[src/rtl/ipuhp_pkg.sv]
// Package for the IPv6/UDP header parser: beat types, header offsets and status codes.
// No dependencies.
package ipuhp_pkg;

    localparam int OFFSET_W = 17;

    localparam logic [OFFSET_W-1:0] OFFSET_MAX   = {OFFSET_W{1'b1}};
    localparam logic [OFFSET_W-1:0] OFF_VERSION  = 17'd0;
    localparam logic [OFFSET_W-1:0] OFF_NEXT_HDR = 17'd6;
    localparam logic [OFFSET_W-1:0] OFF_HOP      = 17'd7;
    localparam logic [OFFSET_W-1:0] OFF_SRC      = 17'd8;
    localparam logic [OFFSET_W-1:0] OFF_SRC_LO   = 17'd16;
    localparam logic [OFFSET_W-1:0] OFF_DST      = 17'd24;
    localparam logic [OFFSET_W-1:0] OFF_DST_LO   = 17'd32;
    localparam logic [OFFSET_W-1:0] OFF_SPORT    = 17'd40;
    localparam logic [OFFSET_W-1:0] OFF_DPORT    = 17'd42;
    localparam logic [OFFSET_W-1:0] OFF_LEN      = 17'd44;
    localparam logic [OFFSET_W-1:0] OFF_LEN_END  = 17'd46;
    localparam logic [OFFSET_W-1:0] HDR_BYTES    = 17'd48;

    // payload ends at offset (length + IP header bytes)
    localparam logic [OFFSET_W:0]   IP_HDR_BYTES  = 18'd40;
    localparam logic [15:0]         UDP_HDR_BYTES = 16'd8;
    localparam logic [7:0]          UDP_PROTO     = 8'd17;
    localparam logic [3:0]          IP_VERSION    = 4'd6;

    localparam logic KIND_PAYLOAD = 1'b0;
    localparam logic KIND_SUMMARY = 1'b1;

    localparam logic [2:0] STATUS_OK        = 3'd0;
    localparam logic [2:0] STATUS_SHORT     = 3'd1;
    localparam logic [2:0] STATUS_NOT_V6    = 3'd2;
    localparam logic [2:0] STATUS_NOT_UDP   = 3'd3;
    localparam logic [2:0] STATUS_BAD_LEN   = 3'd4;
    localparam logic [2:0] STATUS_TRUNCATED = 3'd5;

    typedef struct packed {
        logic [7:0] frame_byte;
        logic       frame_end;
    } in_beat_t;

    typedef struct packed {
        logic        result_kind;
        logic [7:0]  payload_byte;
        logic        payload_last;
        logic [2:0]  status;
        logic [15:0] source_port;
        logic [15:0] destination_port;
        logic [15:0] datagram_length;
        logic [7:0]  hops_left;
        logic [63:0] source_addr_high;
        logic [63:0] source_addr_low;
        logic [63:0] dest_addr_high;
        logic [63:0] dest_addr_low;
    } out_beat_t;

endpackage

[src/rtl/ipv6_udp_header_parser_unit.sv]
// IPv6/UDP header parser top level: header capture, checks, payload streaming.
// Depends on ipuhp_pkg.
// An accepted byte passes through the input register and then the output buffer before its first result beat is valid.
// Throughput: one byte per cycle while the output buffer has room; a final byte that falls in the
// payload window yields two beats, a payload beat and then the summary beat.
// Limit set by the two-slot output buffer behind the single parse stage.
// Reset: rst_n (async, active low) clears frame state, offset and buffer occupancy.
module ipv6_udp_header_parser_unit (
    input  logic                 clk,
    input  logic                 rst_n,
    input  logic                 in_valid,
    output logic                 in_ready,
    input  ipuhp_pkg::in_beat_t  in_data,
    output logic                 out_valid,
    input  logic                 out_ready,
    output ipuhp_pkg::out_beat_t out_data
);
    import ipuhp_pkg::*;

    // input register
    logic       in_vld_reg;
    in_beat_t   in_beat_reg;

    // frame state
    logic [OFFSET_W-1:0] offset_reg, offset_next;
    logic [3:0]          version_reg, version_next;
    logic [7:0]          next_hdr_reg, next_hdr_next;
    logic [7:0]          hop_reg, hop_next;
    logic [63:0]         src_hi_reg, src_hi_next;
    logic [63:0]         src_lo_reg, src_lo_next;
    logic [63:0]         dst_hi_reg, dst_hi_next;
    logic [63:0]         dst_lo_reg, dst_lo_next;
    logic [15:0]         sport_reg, sport_next;
    logic [15:0]         dport_reg, dport_next;
    logic [15:0]         len_reg, len_next;

    // output buffer, slot 0 is the head
    out_beat_t  slot0_reg, slot0_next;
    out_beat_t  slot1_reg, slot1_next;
    logic [1:0] cnt_reg, cnt_next;

    logic [7:0]        b;
    logic              last;
    logic              header_ok;
    logic              pay_hit;
    logic              pay_last;
    logic [OFFSET_W:0] o_ext;
    logic [OFFSET_W:0] size;
    logic [OFFSET_W:0] pay_end;
    logic [OFFSET_W:0] pay_end_next;
    logic [2:0]        status;
    logic [1:0]        n_res;
    logic              pop;
    logic [1:0]        cnt_after;
    logic              go;
    out_beat_t         pay_beat;
    out_beat_t         sum_beat;
    out_beat_t         first_beat;

    assign b         = in_beat_reg.frame_byte;
    assign last      = in_beat_reg.frame_end;
    assign o_ext     = {1'b0, offset_reg};
    assign size      = o_ext + 18'd1;
    assign header_ok = (version_reg == IP_VERSION) && (next_hdr_reg == UDP_PROTO)
                       && (len_reg >= UDP_HDR_BYTES);
    assign pay_end   = {2'b00, len_reg} + IP_HDR_BYTES;

    // header capture
    always_comb
    begin
        version_next  = version_reg;
        next_hdr_next = next_hdr_reg;
        hop_next      = hop_reg;
        src_hi_next   = src_hi_reg;
        src_lo_next   = src_lo_reg;
        dst_hi_next   = dst_hi_reg;
        dst_lo_next   = dst_lo_reg;
        sport_next    = sport_reg;
        dport_next    = dport_reg;
        len_next      = len_reg;
        if (offset_reg == OFF_VERSION)
            version_next = b[7:4];
        else if (offset_reg == OFF_NEXT_HDR)
            next_hdr_next = b;
        else if (offset_reg == OFF_HOP)
            hop_next = b;
        else if (offset_reg >= OFF_SRC && offset_reg < OFF_SRC_LO)
            src_hi_next = {src_hi_reg[55:0], b};
        else if (offset_reg >= OFF_SRC_LO && offset_reg < OFF_DST)
            src_lo_next = {src_lo_reg[55:0], b};
        else if (offset_reg >= OFF_DST && offset_reg < OFF_DST_LO)
            dst_hi_next = {dst_hi_reg[55:0], b};
        else if (offset_reg >= OFF_DST_LO && offset_reg < OFF_SPORT)
            dst_lo_next = {dst_lo_reg[55:0], b};
        else if (offset_reg >= OFF_SPORT && offset_reg < OFF_DPORT)
            sport_next = {sport_reg[7:0], b};
        else if (offset_reg >= OFF_DPORT && offset_reg < OFF_LEN)
            dport_next = {dport_reg[7:0], b};
        else if (offset_reg >= OFF_LEN && offset_reg < OFF_LEN_END)
            len_next = {len_reg[7:0], b};
    end

    // payload window: HDR_BYTES <= o < length + 40
    assign pay_hit  = (offset_reg >= HDR_BYTES) && header_ok && (o_ext < pay_end);
    assign pay_last = (size == pay_end);

    assign pay_end_next = {2'b00, len_next} + IP_HDR_BYTES;

    always_comb
    begin
        if (size < {1'b0, HDR_BYTES})
            status = STATUS_SHORT;
        else if (version_next != IP_VERSION)
            status = STATUS_NOT_V6;
        else if (next_hdr_next != UDP_PROTO)
            status = STATUS_NOT_UDP;
        else if (len_next < UDP_HDR_BYTES)
            status = STATUS_BAD_LEN;
        else if (pay_end_next > size)
            status = STATUS_TRUNCATED;
        else
            status = STATUS_OK;
    end

    always_comb
    begin
        pay_beat              = '0;
        pay_beat.result_kind  = KIND_PAYLOAD;
        pay_beat.payload_byte = b;
        pay_beat.payload_last = pay_last;

        sum_beat                  = '0;
        sum_beat.result_kind      = KIND_SUMMARY;
        sum_beat.status           = status;
        sum_beat.source_port      = sport_next;
        sum_beat.destination_port = dport_next;
        sum_beat.datagram_length  = len_next;
        sum_beat.hops_left        = hop_next;
        sum_beat.source_addr_high = src_hi_next;
        sum_beat.source_addr_low  = src_lo_next;
        sum_beat.dest_addr_high   = dst_hi_next;
        sum_beat.dest_addr_low    = dst_lo_next;
    end

    assign first_beat = pay_hit ? pay_beat : sum_beat;
    assign n_res      = {1'b0, pay_hit} + {1'b0, last};

    // flow control
    assign pop       = out_valid && out_ready;
    assign cnt_after = cnt_reg - {1'b0, pop};
    assign go        = in_vld_reg && ({1'b0, cnt_after} + {1'b0, n_res} <= 3'd2);
    assign in_ready  = !in_vld_reg || go;
    assign out_valid = (cnt_reg != 2'd0);
    assign out_data  = slot0_reg;

    always_comb
    begin
        slot0_next = pop ? slot1_reg : slot0_reg;
        slot1_next = slot1_reg;
        cnt_next   = cnt_after;
        if (go)
        begin
            cnt_next = cnt_after + n_res;
            if (n_res != 2'd0)
            begin
                if (cnt_after == 2'd0)
                begin
                    slot0_next = first_beat;
                    slot1_next = sum_beat;
                end
                else
                    slot1_next = first_beat;
            end
        end
    end

    assign offset_next = (offset_reg < OFFSET_MAX) ? offset_reg + 17'd1 : offset_reg;

    always_ff @(posedge clk or negedge rst_n)
    begin
        if (!rst_n)
        begin
            in_vld_reg   <= 1'b0;
            cnt_reg      <= 2'd0;
            offset_reg   <= '0;
            version_reg  <= '0;
            next_hdr_reg <= '0;
            hop_reg      <= '0;
            src_hi_reg   <= '0;
            src_lo_reg   <= '0;
            dst_hi_reg   <= '0;
            dst_lo_reg   <= '0;
            sport_reg    <= '0;
            dport_reg    <= '0;
            len_reg      <= '0;
        end
        else
        begin
            cnt_reg <= cnt_next;
            if (in_ready)
                in_vld_reg <= in_valid;
            if (go)
            begin
                if (last)
                begin
                    // frame done, back to reset values
                    offset_reg   <= '0;
                    version_reg  <= '0;
                    next_hdr_reg <= '0;
                    hop_reg      <= '0;
                    src_hi_reg   <= '0;
                    src_lo_reg   <= '0;
                    dst_hi_reg   <= '0;
                    dst_lo_reg   <= '0;
                    sport_reg    <= '0;
                    dport_reg    <= '0;
                    len_reg      <= '0;
                end
                else
                begin
                    offset_reg   <= offset_next;
                    version_reg  <= version_next;
                    next_hdr_reg <= next_hdr_next;
                    hop_reg      <= hop_next;
                    src_hi_reg   <= src_hi_next;
                    src_lo_reg   <= src_lo_next;
                    dst_hi_reg   <= dst_hi_next;
                    dst_lo_reg   <= dst_lo_next;
                    sport_reg    <= sport_next;
                    dport_reg    <= dport_next;
                    len_reg      <= len_next;
                end
            end
        end
    end

    always_ff @(posedge clk)
    begin
        if (in_valid && in_ready)
            in_beat_reg <= in_data;
        slot0_reg <= slot0_next;
        slot1_reg <= slot1_next;
    end

endmodule
[config.mk]
export PLATFORM = sky130hd
export DESIGN_NAME = ipv6_udp_header_parser_unit
export DESIGN_NICKNAME = d
export VERILOG_FILES = /design/src/rtl/ipuhp_pkg.sv /design/src/rtl/ipv6_udp_header_parser_unit.sv
export SDC_FILE = /design/constraint.sdc
export NUM_CORES = 2
export LEC_CHECK = 0
export BUFFER_PORTS_ARGS = -buffer_cell sky130_fd_sc_hd__buf_2
export CAP_MARGIN = 20
export CORE_MARGIN = 1
export CORE_UTILIZATION = 45
export CTS_CLUSTER_SIZE = 16
export DETAILED_ROUTE_END_ITERATION = 10
export PLACE_DENSITY = 0.72
export RECOVER_POWER = 50
export SETUP_SLACK_MARGIN = 0.02
export SLEW_MARGIN = 5
export SYNTH_ARGS = -nofsm -noshare
export SYNTH_HDL_FRONTEND = slang
export SYNTH_SLANG_ARGS = --single-unit
[constraint.sdc]
create_clock -name clk -period 24 [get_ports clk]
set_clock_uncertainty 0.05 [all_clocks]
set_input_delay 7.2 -clock clk [delete_from_list [all_inputs] [get_ports clk]]
set_output_delay 7.2 -clock clk [all_outputs]
set_load 0.02 [all_outputs]
==> reports/results.tsv <==
stage	metric	value	unit
worst_setup_path	cp_common_cell	clkbuf_1	
clock_tree	clk_latency	690	ps
synth	netlist_instances	4812	
sta	worst_pin_slew	8520	ps
pwr	power_density	151	nW/um^2
worst_setup_path	critical_path_arrival	17340	ps
synth	avgSynthCellArea	9.74	um^2
placement	dp_cells	6217	
routing	vias	36610	
worst_setup_path	crit_path_cell_trace	clkbuf_1, clkbuf_1	
routing	dr_wl_met3	10300	um
clock_tree	cts_setup_buffers	0	
global_route	track_usage	0.246	
clock_tree	cts_max_path_buffers	3	
pwr	p_leak	21.2	nW
worst_setup_path	path_class	in -> async	
pwr	vdd_ir_drop_max	120	uV
synth	ys_seq_elements	1003	
synth	synthesis.nets	4869	
routing	drt_iter0_drc	3208	
routing	wirelength	133000	um
clock_tree	cts_resized	0	
sta	final_max_slew_viol_count	842	
placement	dp_hpwl	75900	um
worst_setup_path	crit_buf_inv	2	
sta	slew_headroom	-4.68	
synth	synthArstFlopShare	0.343	
worst_setup_path	cp.depth	2	
routing	viasPerCell	5.70	
clock_tree	clkTransAtPathRegs	60	ps
worst_setup_path	worstRegToRegCells	21	
floorplan	fp-row-count	118	
synth	synth_ff_type	dfrtp_1	
global_route	grt_pass1_vias	34950	
cells_and_area	num-nets-final	5004	
routing	wl_met1	57400	um
clock_tree	clock_sinks	1003	
placement	place_ws	6280	ps
routing	drc	0	
pwr	p_total	7.87	mW
placement	placed_area	49200	um^2
synth	post-synth-top-count-cell	nand2_1	
routing	first_pass_iters	5	
clock_tree	cts_tree	built	
synth	yosys_warnings	0	
placement	portBuffers	339	
sta	min_period_over_period	0.782	
floorplan	die_x	325	um
sta	hold_viol_final	0	
synth	synth_edf_count	334	
floorplan	die_area	105000	um^2
cells_and_area	final_util	0.504	
worst_hold_path	hold_depth	2	
clock_tree	ctsHoldBuffers	0	
cells_and_area	design_area	52100	um^2
worst_setup_path	crit_family	buffers and inverters	
synth	yosysTopAreaCell	edfxtp_1	
worst_setup_path	r2r_setup_slack	10960	ps
sta	setup_ws	5240	ps
cells_and_area	drive_gt1_frac	0.0841	
global_route	grt_pass1_wl	207000	um
cells_and_area	syn2layout_area_growth	11.2	%
worst_setup_path	rr_endpoint	dport_reg[2]	
worst_setup_path	crit_fanout	144	
sta	fmax	53.3	MHz
routing	route.met2.wl	61600	um
worst_hold_path	hold_path.class	reg -> reg	
floorplan	die_h	325	um
routing	ant_nets	0	
floorplan	coreArea	103000	um^2
status	violations	max-capacitance violations, max-slew violations	
job	max_cap_viol_count	14	
global_route	antenna_found_initial	2	
sta	holdWs	429	ps
worst_setup_path	cpPeakStageDelay	6100	ps
worst_hold_path	min_from	dst_hi_reg[57]	
synth	ys_top_cells_by_count	nand2_1 (1170), o21ai_0 (594), mux2i_1 (358)	
status	status	finished, violations left	
worst_setup_path	start_kind	input port	
global_route	grt.overflow.total	0	
sta	setup_tns	0	ps
synth	synth_top_area_share	0.214	
clock_tree	h-tree-depth	3	
worst_setup_path	critPathRequiredTime	22590	ps
synth	synth_area_leaders	edfxtp_1 (21%), dfrtp_1 (18%), dfxtp_1 (14%)	
worst_setup_path	crit_path_top_delay_cell	clkbuf_1	
worst_setup_path	cp-end-kind	asynchronous set/reset pin	
sta	min_period	18760	ps
sta	setup_viol	0	
worst_setup_path	r2r_start	len_reg[3]	
clock_tree	cts_buffers	106	
routing	routedWlPerCell	20.6	um
cells_and_area	layoutNonFillerInstCount	6423	
floorplan	pin_count	340	
floorplan	initial_core_util	0.453	
routing	top_layer	met5	
synth	ys_seq_area_frac	0.536	
synth	ys_types	74	
global_route	grt_start_max_net_pins	243	
sta	grt_setup_unrepaired	false	
synth	syn_area	46900	um^2
worst_hold_path	holdPathEnd	dst_hi_reg[57]	
clock_tree	clockRootBuffer	clkbuf_16	
placement	gp_congestion	0.893	
[metal layers]
layer / up-vias / global-route usage
met5: - / 0
met3: 194 / 0.0495
met1: 17913 / 0.338
met2: 1244 / 0.392
li1: 17257 / -
met4: 2 / 0.0722
[cells by family (layout without fill, tap and decap cells)]
| group | after synthesis | in the layout | synth area share |
|---|---|---|---|
| and+or+nand+nor | 1653 | 1653 | 0.148 |
| AOI/OAI and AO/OA | 1303 | 1303 | 0.177 |
| DFF | 1003 | 1003 | 0.536 |
| buffers and inverters | 397 | 626 | 0.0396 |
| muxes | 365 | 365 | 0.0783 |
| xor gates and xnor gates | 47 | 47 | 0.00908 |
| adders and majority gates | 44 | 44 | 0.0119 |
| other | 0 | 2 | 0 |
[cell type report]
cell class                      count  area [um^2]
Sequential cell                  1003        25100
Inverter                           26          113
Clock inverter                     42          445
Multi-Input combinational cell   3412        19800
Fill cell                        9577        51200
Timing Repair Buffer              398         1740
Tap cell                         1380         1730
Antenna cell                        2         5.00
Clock buffer                      160         3180
[worst max-delay path by stage]
stage | slack [ps] | startpoint | end
final | 5240 | rst_n | dst_hi_reg[47]
after global routing | 3030 | rst_n | dst_hi_reg[44]
after CTS | 6240 | out_ready | in_ready
after detailed placement | 6280 | out_ready | in_ready
after global placement | 6190 | out_ready | in_ready
after floorplan | 3960 | out_ready | out_data[317]
[where the power goes]
part / internal, mW / switching, mW
clock: 0.993 / 0.704
combinational: 0.899 / 1.97
sequential: 2.75 / 0.549
total: 4.65 / 3.22
[layout by cell type, fill, tap and decap left out, types with 18 or more instances in the layout]
cell and instances:
clkbuf_1 367, o22ai_1 36, a21oi_2 160, dfrtp_1 344, clkbuf_16 111, edfxtp_1 334
dfxtp_1 325, clkinv_2 19, nor2_1 88, xor2_1 18, a21boi_0 256, xnor2_1 28
mux2i_1 358, nand2_1 1170, o21ai_0 595, a21oi_1 126, buf_4 42, clkbuf_8 22
inv_1 23, a22oi_1 41, nand3_1 281, ha_1 43
[worst min-delay path: cells and delay by family (launching register included)]
family | cells | cell delay [ps]
and+or+nand+nor | 1 | 40
AOI/OAI and AO/OA | 1 | 60
DFF | 1 | 340
No activity file was read; power rests on OpenSTA's default activity.
